**config.mk**
```make
export PLATFORM = sky130hd
export DESIGN_NAME = bounded_value_set_store_flat
export DESIGN_NICKNAME = d
export VERILOG_FILES = /design/src/rtl/bvss_pkg.sv /design/src/rtl/bvss_if.sv /design/src/rtl/bvss_mem.sv /design/src/rtl/bvss_scan.sv /design/src/rtl/bounded_value_set_store.sv /design/src/flat_wrapper.sv
export SDC_FILE = /design/constraint.sdc
export NUM_CORES = 2
export LEC_CHECK = 0
export BUFFER_PORTS_ARGS = -buffer_cell sky130_fd_sc_hd__buf_2
export CORE_MARGIN = 2
export CORE_UTILIZATION = 28
export DETAILED_ROUTE_END_ITERATION = 16
export GPL_TIMING_DRIVEN = 1
export SYNTH_ARGS = -nofsm -noshare
export SYNTH_HDL_FRONTEND = slang
export SYNTH_SLANG_ARGS = --single-unit
```
**constraint.sdc**
```tcl
create_clock -name i_clk -period 8.4 [get_ports i_clk]
set_input_delay 1.26 -clock i_clk [delete_from_list [all_inputs] [get_ports i_clk]]
set_output_delay 1.26 -clock i_clk [all_outputs]
set_load 0.02 [all_outputs]
```
**src/rtl/bvss_pkg.sv**
```systemverilog
// Shared types and constants of the bounded value set store.
package bvss_pkg;

    localparam int VALUE_W      = 32;
    localparam int COUNT_OUT_W  = 7;
    localparam int CAPACITY_DEF = 64;

    typedef enum logic [1:0] {
        OP_INSERT = 2'd0,
        OP_REMOVE = 2'd1,
        OP_QUERY  = 2'd2
    } t_op;

    // Control from the sequencer to the scan unit.
    typedef struct packed {
        logic               init;
        logic               seed;
        logic [VALUE_W-1:0] seed_val;
        logic [VALUE_W-1:0] key;
        logic               remove_mode;
        logic               step;
    } t_scan_ctl;

    // Running status of the scan unit.
    typedef struct packed {
        logic               matched;
        logic               have;
        logic [VALUE_W-1:0] lo;
        logic [VALUE_W-1:0] hi;
    } t_scan_st;

endpackage

```
**src/rtl/bvss_if.sv**
```systemverilog
// Channel interfaces for input words and result words.
interface bvss_in_if;
    logic                                valid;
    logic                                ready;
    logic [1:0]                          op;
    logic signed [bvss_pkg::VALUE_W-1:0] value;

    modport source (output valid, output op, output value, input ready);
    modport sink   (input valid, input op, input value, output ready);
endinterface

interface bvss_out_if;
    logic                                    valid;
    logic                                    ready;
    logic                                    found;
    logic [bvss_pkg::COUNT_OUT_W-1:0]        entry_count;
    logic                                    is_empty;
    logic signed [bvss_pkg::VALUE_W-1:0]     smallest;
    logic signed [bvss_pkg::VALUE_W-1:0]     largest;
    logic                                    overflow;

    modport source (output valid, output found, output entry_count, output is_empty,
                    output smallest, output largest, output overflow, input ready);
    modport sink   (input valid, input found, input entry_count, input is_empty,
                    input smallest, input largest, input overflow, output ready);
endinterface

```
**src/rtl/bvss_mem.sv**
```systemverilog
// Entry memory: one write port and one registered read port.
module bvss_mem #(
    parameter int DEPTH = bvss_pkg::CAPACITY_DEF,
    parameter int AW    = 6
) (
    input  logic                         i_clk,
    input  logic                         i_wr_en,
    input  logic [AW-1:0]                i_wr_addr,
    input  logic [bvss_pkg::VALUE_W-1:0] i_wr_data,
    input  logic                         i_rd_en,
    input  logic [AW-1:0]                i_rd_addr,
    output logic [bvss_pkg::VALUE_W-1:0] o_rd_data
);

    logic [bvss_pkg::VALUE_W-1:0] r_mem [DEPTH];
    logic [bvss_pkg::VALUE_W-1:0] r_rd_data;

    always_ff @(posedge i_clk) begin
        if (i_wr_en) begin
            r_mem[i_wr_addr] <= i_wr_data;
        end
        if (i_rd_en) begin
            r_rd_data <= r_mem[i_rd_addr];
        end
    end

    assign o_rd_data = r_rd_data;

endmodule

```
**src/rtl/bvss_scan.sv**
```systemverilog
// Shared compare unit: equality match plus running minimum and maximum.
module bvss_scan (
    input  logic                         i_clk,
    input  bvss_pkg::t_scan_ctl          i_ctl,
    input  logic [bvss_pkg::VALUE_W-1:0] i_data,
    output bvss_pkg::t_scan_st           o_st,
    output logic                         o_skip
);

    bvss_pkg::t_scan_st r_st;
    logic               w_hit;
    logic               w_take;

    // The first equal entry of a remove is the deleted one and is left out.
    assign w_hit  = i_ctl.step && !r_st.matched && (i_data == i_ctl.key);
    assign o_skip = w_hit && i_ctl.remove_mode;
    assign w_take = i_ctl.step && !o_skip;

    always_ff @(posedge i_clk) begin
        if (i_ctl.init) begin
            r_st.matched <= 1'b0;
            r_st.have    <= i_ctl.seed;
            r_st.lo      <= i_ctl.seed_val;
            r_st.hi      <= i_ctl.seed_val;
        end else begin
            if (w_hit) begin
                r_st.matched <= 1'b1;
            end
            if (w_take) begin
                r_st.have <= 1'b1;
                if (!r_st.have || ($signed(i_data) < $signed(r_st.lo))) begin
                    r_st.lo <= i_data;
                end
                if (!r_st.have || ($signed(r_st.hi) < $signed(i_data))) begin
                    r_st.hi <= i_data;
                end
            end
        end
    end

    assign o_st = r_st;

endmodule

```
**src/rtl/bounded_value_set_store.sv**
```systemverilog
// Top level of the bounded value set store: sequencer, entry memory and scan unit.
//
// The input channel carries words of an operation (insert, remove, query) and a
// signed 32-bit value; the output channel returns one result word per input word
// with the found flag, entry count, empty flag, minimum, maximum and overflow flag.
// Entries live in a memory of CAPACITY words in insertion order.
// Every operation walks the held entries once through a single read port and one
// shared compare unit: the walk finds the first equal entry, moves later entries
// down one place on a remove, and tracks the minimum and maximum.
// An item therefore passes through these steps in order: acceptance, one read
// issued per held entry, the registered memory read, the scan unit register,
// and the load of the result register; on an empty store no entry is read.
// Ready is high only while the sequencer is idle. The result waits in an output
// register, so the next word is taken while the receiver stalls; the walk of that
// word then holds at its end until the previous result has been taken.
// Reset clears the entry count and the control state; the memory is not cleared,
// since only entries below the count are ever read.
module bounded_value_set_store #(
    parameter int CAPACITY = bvss_pkg::CAPACITY_DEF
) (
    input  logic              i_clk,
    input  logic              i_rst_n,
    bvss_in_if.sink           i_in,
    bvss_out_if.source        o_out
);

    localparam int AW   = (CAPACITY > 1) ? $clog2(CAPACITY) : 1;
    localparam int CW   = $clog2(CAPACITY + 1);
    localparam int EXTW = CW + bvss_pkg::COUNT_OUT_W;

    typedef enum logic [1:0] {
        S_IDLE,
        S_SCAN,
        S_DONE
    } t_state;

    t_state r_state;
    t_state n_state;

    logic [1:0]                   r_op;
    logic [bvss_pkg::VALUE_W-1:0] r_val;
    logic                         r_ins_ok;
    logic                         r_ovf;
    logic [CW-1:0]                r_count;
    logic [CW-1:0]                r_iss;
    logic [CW-1:0]                r_lim;
    logic                         r_rv;
    logic [CW-1:0]                r_rpos;

    // Result register.
    logic                         r_o_valid;
    logic                         r_o_found;
    logic [bvss_pkg::COUNT_OUT_W-1:0] r_o_count;
    logic                         r_o_empty;
    logic [bvss_pkg::VALUE_W-1:0] r_o_lo;
    logic [bvss_pkg::VALUE_W-1:0] r_o_hi;
    logic                         r_o_ovf;

    logic                         w_accept;
    logic                         w_full;
    logic                         w_issue;
    logic                         w_load;
    logic                         w_ins_wr;
    logic                         w_shift_wr;
    logic                         w_remove;
    logic                         w_found;
    logic [CW-1:0]                n_count;
    logic [EXTW-1:0]              w_count_ext;
    logic [CW-1:0]                w_shift_pos;
    logic                         w_mem_wr;
    logic [AW-1:0]                w_wr_addr;
    logic [bvss_pkg::VALUE_W-1:0] w_wr_data;
    logic [bvss_pkg::VALUE_W-1:0] w_rd_data;
    logic                         w_skip;

    bvss_pkg::t_scan_ctl          w_ctl;
    bvss_pkg::t_scan_st           w_st;

    assign w_accept = i_in.valid && i_in.ready;
    assign w_full   = (r_count == CW'(CAPACITY));
    assign w_ins_wr = w_accept && (i_in.op == bvss_pkg::OP_INSERT) && !w_full;
    assign w_issue  = (r_state == S_SCAN) && (r_iss != r_lim);
    assign w_load   = (r_state == S_DONE) && (!r_o_valid || o_out.ready);
    assign w_remove = (r_op == bvss_pkg::OP_REMOVE);

    // On a remove, every entry after the deleted one moves down one place.
    assign w_shift_wr  = r_rv && w_remove && w_st.matched;
    assign w_shift_pos = r_rpos - 1'b1;

    assign w_mem_wr  = w_ins_wr || w_shift_wr;
    assign w_wr_addr = w_ins_wr ? r_count[AW-1:0] : w_shift_pos[AW-1:0];
    assign w_wr_data = w_ins_wr ? i_in.value : w_rd_data;

    // A successful insert seeds the minimum and maximum with the new value,
    // so the walk covers only the entries held before it.
    always_comb begin
        w_ctl.init        = w_accept;
        w_ctl.seed        = w_ins_wr;
        w_ctl.seed_val    = i_in.value;
        w_ctl.key         = r_val;
        w_ctl.remove_mode = w_remove;
        w_ctl.step        = r_rv;
    end

    always_comb begin
        case (r_op)
            bvss_pkg::OP_INSERT: begin
                w_found = r_ins_ok;
                n_count = r_ins_ok ? (r_count + 1'b1) : r_count;
            end
            bvss_pkg::OP_REMOVE: begin
                w_found = w_st.matched;
                n_count = w_st.matched ? (r_count - 1'b1) : r_count;
            end
            bvss_pkg::OP_QUERY: begin
                w_found = w_st.matched;
                n_count = r_count;
            end
            default: begin
                w_found = 1'b0;
                n_count = r_count;
            end
        endcase
    end

    assign w_count_ext = EXTW'(n_count);

    always_comb begin
        n_state = r_state;
        case (r_state)
            S_IDLE: begin
                if (w_accept) begin
                    n_state = S_SCAN;
                end
            end
            S_SCAN: begin
                if (!w_issue && !r_rv) begin
                    n_state = S_DONE;
                end
            end
            S_DONE: begin
                if (w_load) begin
                    n_state = S_IDLE;
                end
            end
            default: begin
                n_state = S_IDLE;
            end
        endcase
    end

    always_ff @(posedge i_clk) begin
        if (!i_rst_n) begin
            r_state   <= S_IDLE;
            r_count   <= '0;
            r_rv      <= 1'b0;
            r_o_valid <= 1'b0;
        end else begin
            r_state <= n_state;
            r_rv    <= w_issue;
            if (w_load) begin
                r_count   <= n_count;
                r_o_valid <= 1'b1;
            end else if (o_out.ready) begin
                r_o_valid <= 1'b0;
            end
        end

        if (w_accept) begin
            r_op     <= i_in.op;
            r_val    <= i_in.value;
            r_ins_ok <= w_ins_wr;
            r_ovf    <= (i_in.op == bvss_pkg::OP_INSERT) && w_full;
            r_iss    <= '0;
            r_lim    <= r_count;
        end else if (w_issue) begin
            r_iss <= r_iss + 1'b1;
        end
        r_rpos <= r_iss;

        if (w_load) begin
            r_o_found <= w_found;
            r_o_count <= w_count_ext[bvss_pkg::COUNT_OUT_W-1:0];
            r_o_empty <= (n_count == '0);
            r_o_lo    <= w_st.have ? w_st.lo : '0;
            r_o_hi    <= w_st.have ? w_st.hi : '0;
            r_o_ovf   <= r_ovf;
        end
    end

    bvss_mem #(
        .DEPTH (CAPACITY),
        .AW    (AW)
    ) u_mem (
        .i_clk     (i_clk),
        .i_wr_en   (w_mem_wr),
        .i_wr_addr (w_wr_addr),
        .i_wr_data (w_wr_data),
        .i_rd_en   (w_issue),
        .i_rd_addr (r_iss[AW-1:0]),
        .o_rd_data (w_rd_data)
    );

    bvss_scan u_scan (
        .i_clk  (i_clk),
        .i_ctl  (w_ctl),
        .i_data (w_rd_data),
        .o_st   (w_st),
        .o_skip (w_skip)
    );

    assign i_in.ready        = (r_state == S_IDLE);
    assign o_out.valid       = r_o_valid;
    assign o_out.found       = r_o_found;
    assign o_out.entry_count = r_o_count;
    assign o_out.is_empty    = r_o_empty;
    assign o_out.smallest    = r_o_lo;
    assign o_out.largest     = r_o_hi;
    assign o_out.overflow    = r_o_ovf;

`ifndef ASSERT_OFF
    a_count_bound: assert property (@(posedge i_clk) disable iff (!i_rst_n)
        r_count <= CW'(CAPACITY))
        else $error("entry count above capacity");

    a_shift_only_remove: assert property (@(posedge i_clk) disable iff (!i_rst_n)
        w_shift_wr |-> (r_op == bvss_pkg::OP_REMOVE) && !w_ins_wr)
        else $error("entry move outside a remove");

    a_skip_once: assert property (@(posedge i_clk) disable iff (!i_rst_n)
        w_skip |=> !w_skip)
        else $error("more than one entry deleted in one remove");

    a_count_stable: assert property (@(posedge i_clk) disable iff (!i_rst_n)
        $past(i_rst_n) && (r_state != S_DONE) |=> $stable(r_count))
        else $error("entry count changed outside result load");

    a_empty_bounds: assert property (@(posedge i_clk) disable iff (!i_rst_n)
        r_o_valid && r_o_empty |-> (r_o_lo == '0) && (r_o_hi == '0))
        else $error("empty store reports nonzero bounds");
`endif

endmodule

```
**src/flat_wrapper.sv**
```systemverilog
// flat-port wrapper written by rule: the top's interface ports become plain ports
module bounded_value_set_store_flat 
#(
    parameter int CAPACITY = bvss_pkg::CAPACITY_DEF
)
  (i_clk, i_rst_n, i_in_valid, i_in_op, i_in_value, i_in_ready, o_out_valid, o_out_found, o_out_entry_count, o_out_is_empty, o_out_smallest, o_out_largest, o_out_overflow, o_out_ready);
  bvss_in_if i_in_i ();
  bvss_out_if o_out_i ();
  input  logic i_clk;
  input  logic i_rst_n;
  input wire logic [$bits(i_in_i.valid)-1:0] i_in_valid;
  input wire logic [$bits(i_in_i.op)-1:0] i_in_op;
  input wire logic [$bits(i_in_i.value)-1:0] i_in_value;
  output wire logic [$bits(i_in_i.ready)-1:0] i_in_ready;
  output wire logic [$bits(o_out_i.valid)-1:0] o_out_valid;
  output wire logic [$bits(o_out_i.found)-1:0] o_out_found;
  output wire logic [$bits(o_out_i.entry_count)-1:0] o_out_entry_count;
  output wire logic [$bits(o_out_i.is_empty)-1:0] o_out_is_empty;
  output wire logic [$bits(o_out_i.smallest)-1:0] o_out_smallest;
  output wire logic [$bits(o_out_i.largest)-1:0] o_out_largest;
  output wire logic [$bits(o_out_i.overflow)-1:0] o_out_overflow;
  input wire logic [$bits(o_out_i.ready)-1:0] o_out_ready;
  assign i_in_i.valid = i_in_valid;
  assign i_in_i.op = i_in_op;
  assign i_in_i.value = i_in_value;
  assign i_in_ready = i_in_i.ready;
  assign o_out_valid = o_out_i.valid;
  assign o_out_found = o_out_i.found;
  assign o_out_entry_count = o_out_i.entry_count;
  assign o_out_is_empty = o_out_i.is_empty;
  assign o_out_smallest = o_out_i.smallest;
  assign o_out_largest = o_out_i.largest;
  assign o_out_overflow = o_out_i.overflow;
  assign o_out_i.ready = o_out_ready;
  bounded_value_set_store #(.CAPACITY(CAPACITY)) u_core (.i_clk(i_clk), .i_rst_n(i_rst_n), .i_in(i_in_i), .o_out(o_out_i));
endmodule
```
=== After elaboration in Yosys (flattened, before gate mapping) ===
Memory sizes are Yosys's and may differ from the RTL's. A register that Yosys moved wholly into a read port is not among the register bits.
Cells that the tools add are included.

* RAM bits: 2048
* Output and inout port bits: 76
* Memories: 1
* Register bits: 207
* Logic and storage cells: 92

{| class="wikitable"
|+ Memory list
! name !! depth !! width !! read ports !! clocked after Yosys merged registers in !! wr ports !! line !! text
|-
| u_core.u_mem.r_mem || 64 || 32 || 1 || 1 || 1 || bvss_mem.sv:15 || <nowiki>logic [bvss_pkg::VALUE_W-1:0] r_mem [DEPTH];</nowiki>
|}

* Multiplexer cells: 18
* Order comparisons: 2
* $add $sub $neg: 4
* Reductions and logical operators: 36
* Equality and inequality tests: 10

{| class="wikitable"
|+ Operators by type and width
! kind !! count
|-
| $mux W65 || 2
|-
| $mux W32 || 3
|-
| $lt A32 B32 Y1 || 2
|-
| $eq A32 B32 Y1 || 1
|-
| $add A7 B1 Y7 const B || 2
|-
| $mux W7 || 2
|-
| $pmux W7 S2 || 1
|-
| $logic_and A1 B1 Y1 || 13
|-
| $reduce_bool A2 Y1 || 4
|-
| $eq A7 B7 Y1 const B || 1
|-
| $logic_not A1 Y1 || 7
|-
| $logic_not A7 Y1 || 1
|-
| $ne A7 B7 Y1 || 1
|-
| $sub A7 B1 Y7 const B || 1
|-
| $logic_not A2 Y1 || 3
|-
| $mux W2 || 3
|-
| $mux W6 || 1
|-
| $pmux W2 S3 || 1
|-
| $sub A6 B1 Y6 const B || 1
|-
| $eq A2 B1 Y1 const B || 2
|-
| $eq A2 B2 Y1 const B || 2
|-
| $logic_or A1 B1 Y1 || 4
|-
| $mux W1 || 4
|-
| $ne A2 B2 Y1 const B || 2
|-
| other kinds (5) || 6
|}

=== Depth between registers and ports, before layout ===
* Depth in word-level cells: 8
* Mapped depth: 11
* Depth with buffers taken out: 9

=== Cells and area by module ===
Synthesis repeated with hierarchy kept, for this count alone.

* Cell total of the unflattened synthesis: 4230
* Area, all modules: 89072.9 µm²

{| class="wikitable"
|+ By module, submodules not included
! module !! times used !! area an instance (µm²) !! cells each
|-
| bvss_mem || 1 || 78835.6 || 3324
|-
| bounded_value_set_store || 1 || 5955.7 || 495
|-
| bvss_scan || 1 || 4281.6 || 411
|}

=== Least setup slack after synthesis ===
Ideal clock, no wire load.

* Path kind: in2reg
* From: in o_out_ready
* To: reg u_core.r_count[0]
* Setup slack: 3.079 ns
* Cell stages on the path: 4
* Data arrival time: 5.199 ns
* Setup time: 0.123 ns
* Path through: nor2b_1 nor2_1 mux2i_1 nor2b_1

* Cells in the longest elaborated chain, start to end: 2

{| class="wikitable"
|+ RTL lines
! element !! line !! text
|-
| start, declared || flat_wrapper.sv:22 || <nowiki>input wire logic [$bits(o_out_i.ready)-1:0] o_out_ready;</nowiki>
|-
| $logic_or A1 B1 Y1 || bounded_value_set_store.sv:83 || <nowiki>assign w_load = (r_state == S_DONE) && (!r_o_valid || o_out.ready);</nowiki>
|-
| $logic_and A1 B1 Y1 || bounded_value_set_store.sv:83 ||
|-
| via u_core.w_load || bounded_value_set_store.sv:62 || <nowiki>logic w_load;</nowiki>
|-
| end signal, assigned || bounded_value_set_store.sv:162 || <nowiki>r_count <= n_count;</nowiki>
|-
| end, declared || bounded_value_set_store.sv:44 || <nowiki>logic [CW-1:0] r_count;</nowiki>
|}

The timed path passes the listed nets, and every way through them passes these cells.
A chain may end at the register's enable or synchronous reset.

=== Final worst setup path ===
* From: reg u_core.r_state[1]
* To: mem u_core.u_mem.r_mem[58][1] in the netlist's numbering (enable)

* Cells in the longest elaborated chain, start to end: 7
* Elaborated cells on any way between the ends: 8
* Those cells by class: 3 x mux; 5 x reduce/logical

{| class="wikitable"
|+ RTL lines
! element !! line !! text
|-
| start, declared || bounded_value_set_store.sv:37 || <nowiki>t_state r_state;</nowiki>
|-
| start signal, assigned || bounded_value_set_store.sv:159 || <nowiki>r_state <= n_state;</nowiki>
|-
| $logic_not A2 Y1 (*) || bounded_value_set_store.sv:212 || <nowiki>assign i_in.ready = (r_state == S_IDLE);</nowiki>
|-
| $logic_and A1 B1 Y1 (*) || bounded_value_set_store.sv:79 || <nowiki>assign w_accept = i_in.valid && i_in.ready;</nowiki>
|-
| $logic_and A1 B1 Y1 (*) (2 in a row) || bounded_value_set_store.sv:81 || <nowiki>assign w_ins_wr = w_accept && (i_in.op == bvss_pkg::OP_INSERT) && !w_full;</nowiki>
|-
| $logic_or A1 B1 Y1 || bounded_value_set_store.sv:90 || <nowiki>assign w_mem_wr = w_ins_wr || w_shift_wr;</nowiki>
|-
| $mux W1 || bvss_mem.sv:19 || <nowiki>if (i_wr_en) begin</nowiki>
|-
| $mux W1 (implied by the code) || bvss_mem.sv:20 || <nowiki>r_mem[i_wr_addr] <= i_wr_data;</nowiki>
|-
| end, declared || bvss_mem.sv:15 ||
|}

Mark *: on every way between the ends. The rest lies on a longest branch, timed or not.

==> summary.md <==
| Metric | Value |
|---|---|
| PwrDens | `286 nW/um2` |
| Sequential area share after synthesis | `0.772` |
| Post-route non-filler standard cell count | `between 8000 and 9000` |
| Hold Vio Cnt, Final | `0` |
| WP data arrival | `~5.2 ns` |
| Overflow left after global routing | `0` |
| Achievable Freq | `roughly 210 MHz` |
| H-Tree Depth | `4` |
| Total power | `about 29 mW` |
| Initial core utilization | `0.282` |
| Vias per cell | `slightly below 5` |
| Fill cells | `about 29000` |
| Nets | `roughly 4200` |
| CTS buffer count | `between 200 and 250` |
| Synth Instances | `roughly 3900` |
| Area grow syn2layout | `15.4%` |
| Port bufs | `about 110` |
| Worst-path clk slew | `0.07 ns` |
| Aggregate routed wire length | `216000 um` |
| Critical path required time | `between 8 and 9 ns` |
| Synth area leader | `edfxtp_1` |
| Placed Cells | `8061` |
| Clk root buf | `clkbuf_16` |
| GP Congestion | `between 0.8 and 0.9` |
| Maximum fanout along the worst path | `34` |
| Peak supply drop | `between 200 and 250 uV` |
| Share of cells above drive strength 1 | `0.304` |
| Via count | `between 40000 and 50000` |
| Final slew viol count | `0` |
| Resized Gates After CTS | `0` |
| I/O pin cnt | `~110` |
| RSZ-0062 raised after global routing | `no` |
| Register area | `68400 um2` |
| Largest net degree at the start of global routing | `~110` |
| Chip height | `between 500 and 600 um` |
| DRC violations left | `0` |
| Cell variety after synth | `52` |
| Post-Syn Nets | `between 3000 and 4000` |
| Slew margin rel. | `0.177` |
| P_leak | `30.7 nW` |
| Antenna-violating nets left | `0` |
| Multi-input gate area | `around 20000 um2` |
| Synth Area in Adders | `0.00988` |
| Critical path startpoint | `u_core.r_state[1]` |
| Die area | `roughly 320000 um2` |
| CTS Sinks | `2287` |
| Worst R2R Start | `u_core.r_state[1]` |
| Flops & latches, synth | `between 2000 and 2500` |
| Core Util, Final | `0.325` |
| R2r setup slk | `3.67 ns` |
| Post-Synth Simple-Gate Area | `0.0198` |
| Total track usage | `0.132` |
| Largest family of logic cells by synthesized area | `multiplexers` |
| Die width | `567 um` |
| Core Region | `about 310000 um2` |
| Measured slew at the worst slew-check pin | `between 1 and 1.5 ns` |
| RR Endpoint | `u_core.u_mem.r_mem[58][1]` |
| Min-Delay Path Class | `reg -> reg` |
| Post-CTS Hold Buffers | `0` |
| Xor-xnor portion of the synthesized cell area | `0.00464` |
| Setup Skew | `about 0.035 ns` |
| Min Tclk post-route | `~4.7 ns` |
| Setup violations, final | `0` |
| Post-CTS Setup Bufs | `0` |
| Ys async rst share | `0` |
| DP HPWL | `about 130000 um` |
| Clk Latency, worst-skew pair | `0.83 ns` |
| Kind of critical path | `reg -> reg` |
| Row count | `between 200 and 250` |
| DRT iter0 DRCs | `between 4000 and 5000` |
| Crit. End Element | `flip-flop` |
| Sum Neg Setup Slack | `0 ns` |
| First-pass GRT wire length | `~310000 um` |
| Startpoint Class | `flip-flop` |
| Routed len/inst | `25.6 um` |
| Max-cap viol count | `0` |
| Final Cycle Share | `0.563` |
| Mapped Area | `between 80000 and 90000 um2` |
| Syn Area/Cell | `roughly 23 um2` |
| CTS tree | `done` |
| CTS Buffer Depth | `3` |
| Area fraction in compound gates after synthesis | `0.0101` |
| Synth area leaders | `edfxtp_1 (77%), mux4_2 (17%), ha_1 (0.99%)` |
| Cells on worst reg2reg path | `10` |
| Synth Warn # | `0` |
| Vias in the first global route | `about 41000` |
| Top cell type's share of synthesized area | `0.766` |
| Top FF cell, synth | `edfxtp_1` |
| CP Capture Point | `u_core.u_mem.r_mem[58][1]` |
| Status | `completed` |
| Mux cell area share after synthesis | `0.172` |
| DR pass1 iterations | `6` |
| Initial antenna violation count | `33` |
| Post-synth EDFFs | `between 2000 and 2500` |
[worst min-delay path by stage]
stage / startpoint / endpoint / cells after the start
finish: u_core.r_ovf / u_core.o_out.overflow / 0
detailed placement: u_core.r_ovf / u_core.o_out.overflow / 0
floorplan: u_core.r_iss[4] / u_core.r_rpos[4] / 0
global placement: u_core.r_ovf / u_core.o_out.overflow / 0
global route: u_core.r_ovf / u_core.o_out.overflow / 0
CTS: u_core.r_ovf / u_core.o_out.overflow / 0
[cell usage after synthesis (2+ instances only)]
master,number
ha_1,70
clkbuf_1,120
or4_1,2
nor2_1,96
buf_2,33
nand2_1,117
o211ai_1,2
nand3b_1,4
mux4_2,672
xnor2_1,15
nand2b_1,4
a21oi_1,28
a21o_1,8
dfxtp_1,25
a31oi_1,2
xor2_1,32
edfxtp_1,2262
o21ai_0,85
a221oi_1,6
buf_1,21
o31ai_1,5
and2_1,69
mux2i_1,9
and4_1,5
nor2b_1,9
nor4_1,10
or3_1,4
inv_1,73
nor3_1,9
nor4b_1,2
buf_4,7
o21a_1,4
nand4_1,14
nand3_1,14
buf_6,4
o22ai_1,2
a211oi_1,4
[power breakdown]
| group | internal (mW) | switching (mW) | leakage, nW |
|---|---|---|---|
| clock network | 5.43 | 4.12 | 3.31 |
| logic | 2.60 | 3.52 | 6.69 |
| registers | 13.4 | 0.237 | 20.7 |
[critical path: stages (launching register included)]
cell	delay, ns
dfxtp_1	0.38
nor2_1	0.19
nand2_1	0.41
inv_4	0.54
o211ai_1	0.15
buf_4	0.24
inv_4	0.35
nand2_1	0.18
nand2_1	0.18
nand2_1	0.55
nor2_4	1.06
[final cells by class]
class / count / area share
sequential: 2287 / 0.669
clock inverter: 119 / 0.0120
inverter: 74 / 0.00276
antenna: 6 / 0.000147
clock buffer: 264 / 0.0546
multi-input combinational: 1317 / 0.196
tap: 4160 / 0.0509
timing repair buffer: 223 / 0.0148
[sequential cells by signal (all words and copies together) (netlist names)]
name / cells
u_core.u_mem.r_mem: 2048
u_core.u_scan.o_st: 66
u_core.o_out.largest: 32
u_core.o_out.smallest: 32
u_core.r_val: 32
u_core.u_mem.o_rd_data: 32
u_core.o_out.entry_count: 7
u_core.r_count: 7
u_core.r_iss: 7
u_core.r_lim: 7
u_core.r_rpos: 6
u_core.r_op: 2
u_core.r_state: 2
u_core.o_out.found: 1
u_core.o_out.is_empty: 1
u_core.o_out.overflow: 1
u_core.o_out.valid: 1
u_core.r_ins_ok: 1
u_core.r_ovf: 1
u_core.r_rv: 1
[stage by stage]
stage | worst slack, ns | hold WS, ns | instance area (um2)
final | 3.67 | 0.440 | 102000
after global routing | 3.36 | 0.460 | 102000
after CTS | 3.61 | 0.443 | 102000
after detailed placement | 2.86 | 0.424 | 95500
after global placement | 2.94 | 0.420 | 95500
after floorplan | 3.08 | 0.326 | 88700
[cells in the final DEF (no fill, tap or decap), types with 5 or more instances in the layout]
cell type   count
a21o_1          8
a21oi_1        28
a221oi_1        6
and2_1         69
and4_1          5
buf_12         10
buf_2         113
buf_4         100
bufinv_16      24
clkbuf_1       48
clkbuf_16     216
clkinv_1       37
clkinv_2       38
clkinvlp_4     12
dfxtp_1        19
dfxtp_4         5
diode_2         6
edfxtp_1     2262
ha_1           70
inv_1          72
mux2i_1         9
mux4_2        672
nand2_1       116
nand3_1        14
nand4_1        14
nor2_1         31
nor2_4         65
nor2b_1         7
nor3_1          9
nor4_1          9
o21ai_0        54
o21ai_4        31
o31ai_1         5
xnor2_1        15
xor2_1         32
[logic make-up after synthesis]
kind of cell               Yosys count
adders and majority gates           70
DFF                               2287
muxes                              681
buffers and inverters              259
xor gates and xnor gates            47
and+or+nand+nor                    364
AOI/OAI and AO/OA                  155
[routing by layer]
layer	wire (um)	GRT usage	part of all wire
met5	24	0	0.00011
met4	3000	0.0229	0.014
met3	18300	0.0263	0.084
met2	97800	0.199	0.45
met1	97400	0.199	0.45
No activity file was read; power rests on OpenSTA's default activity.
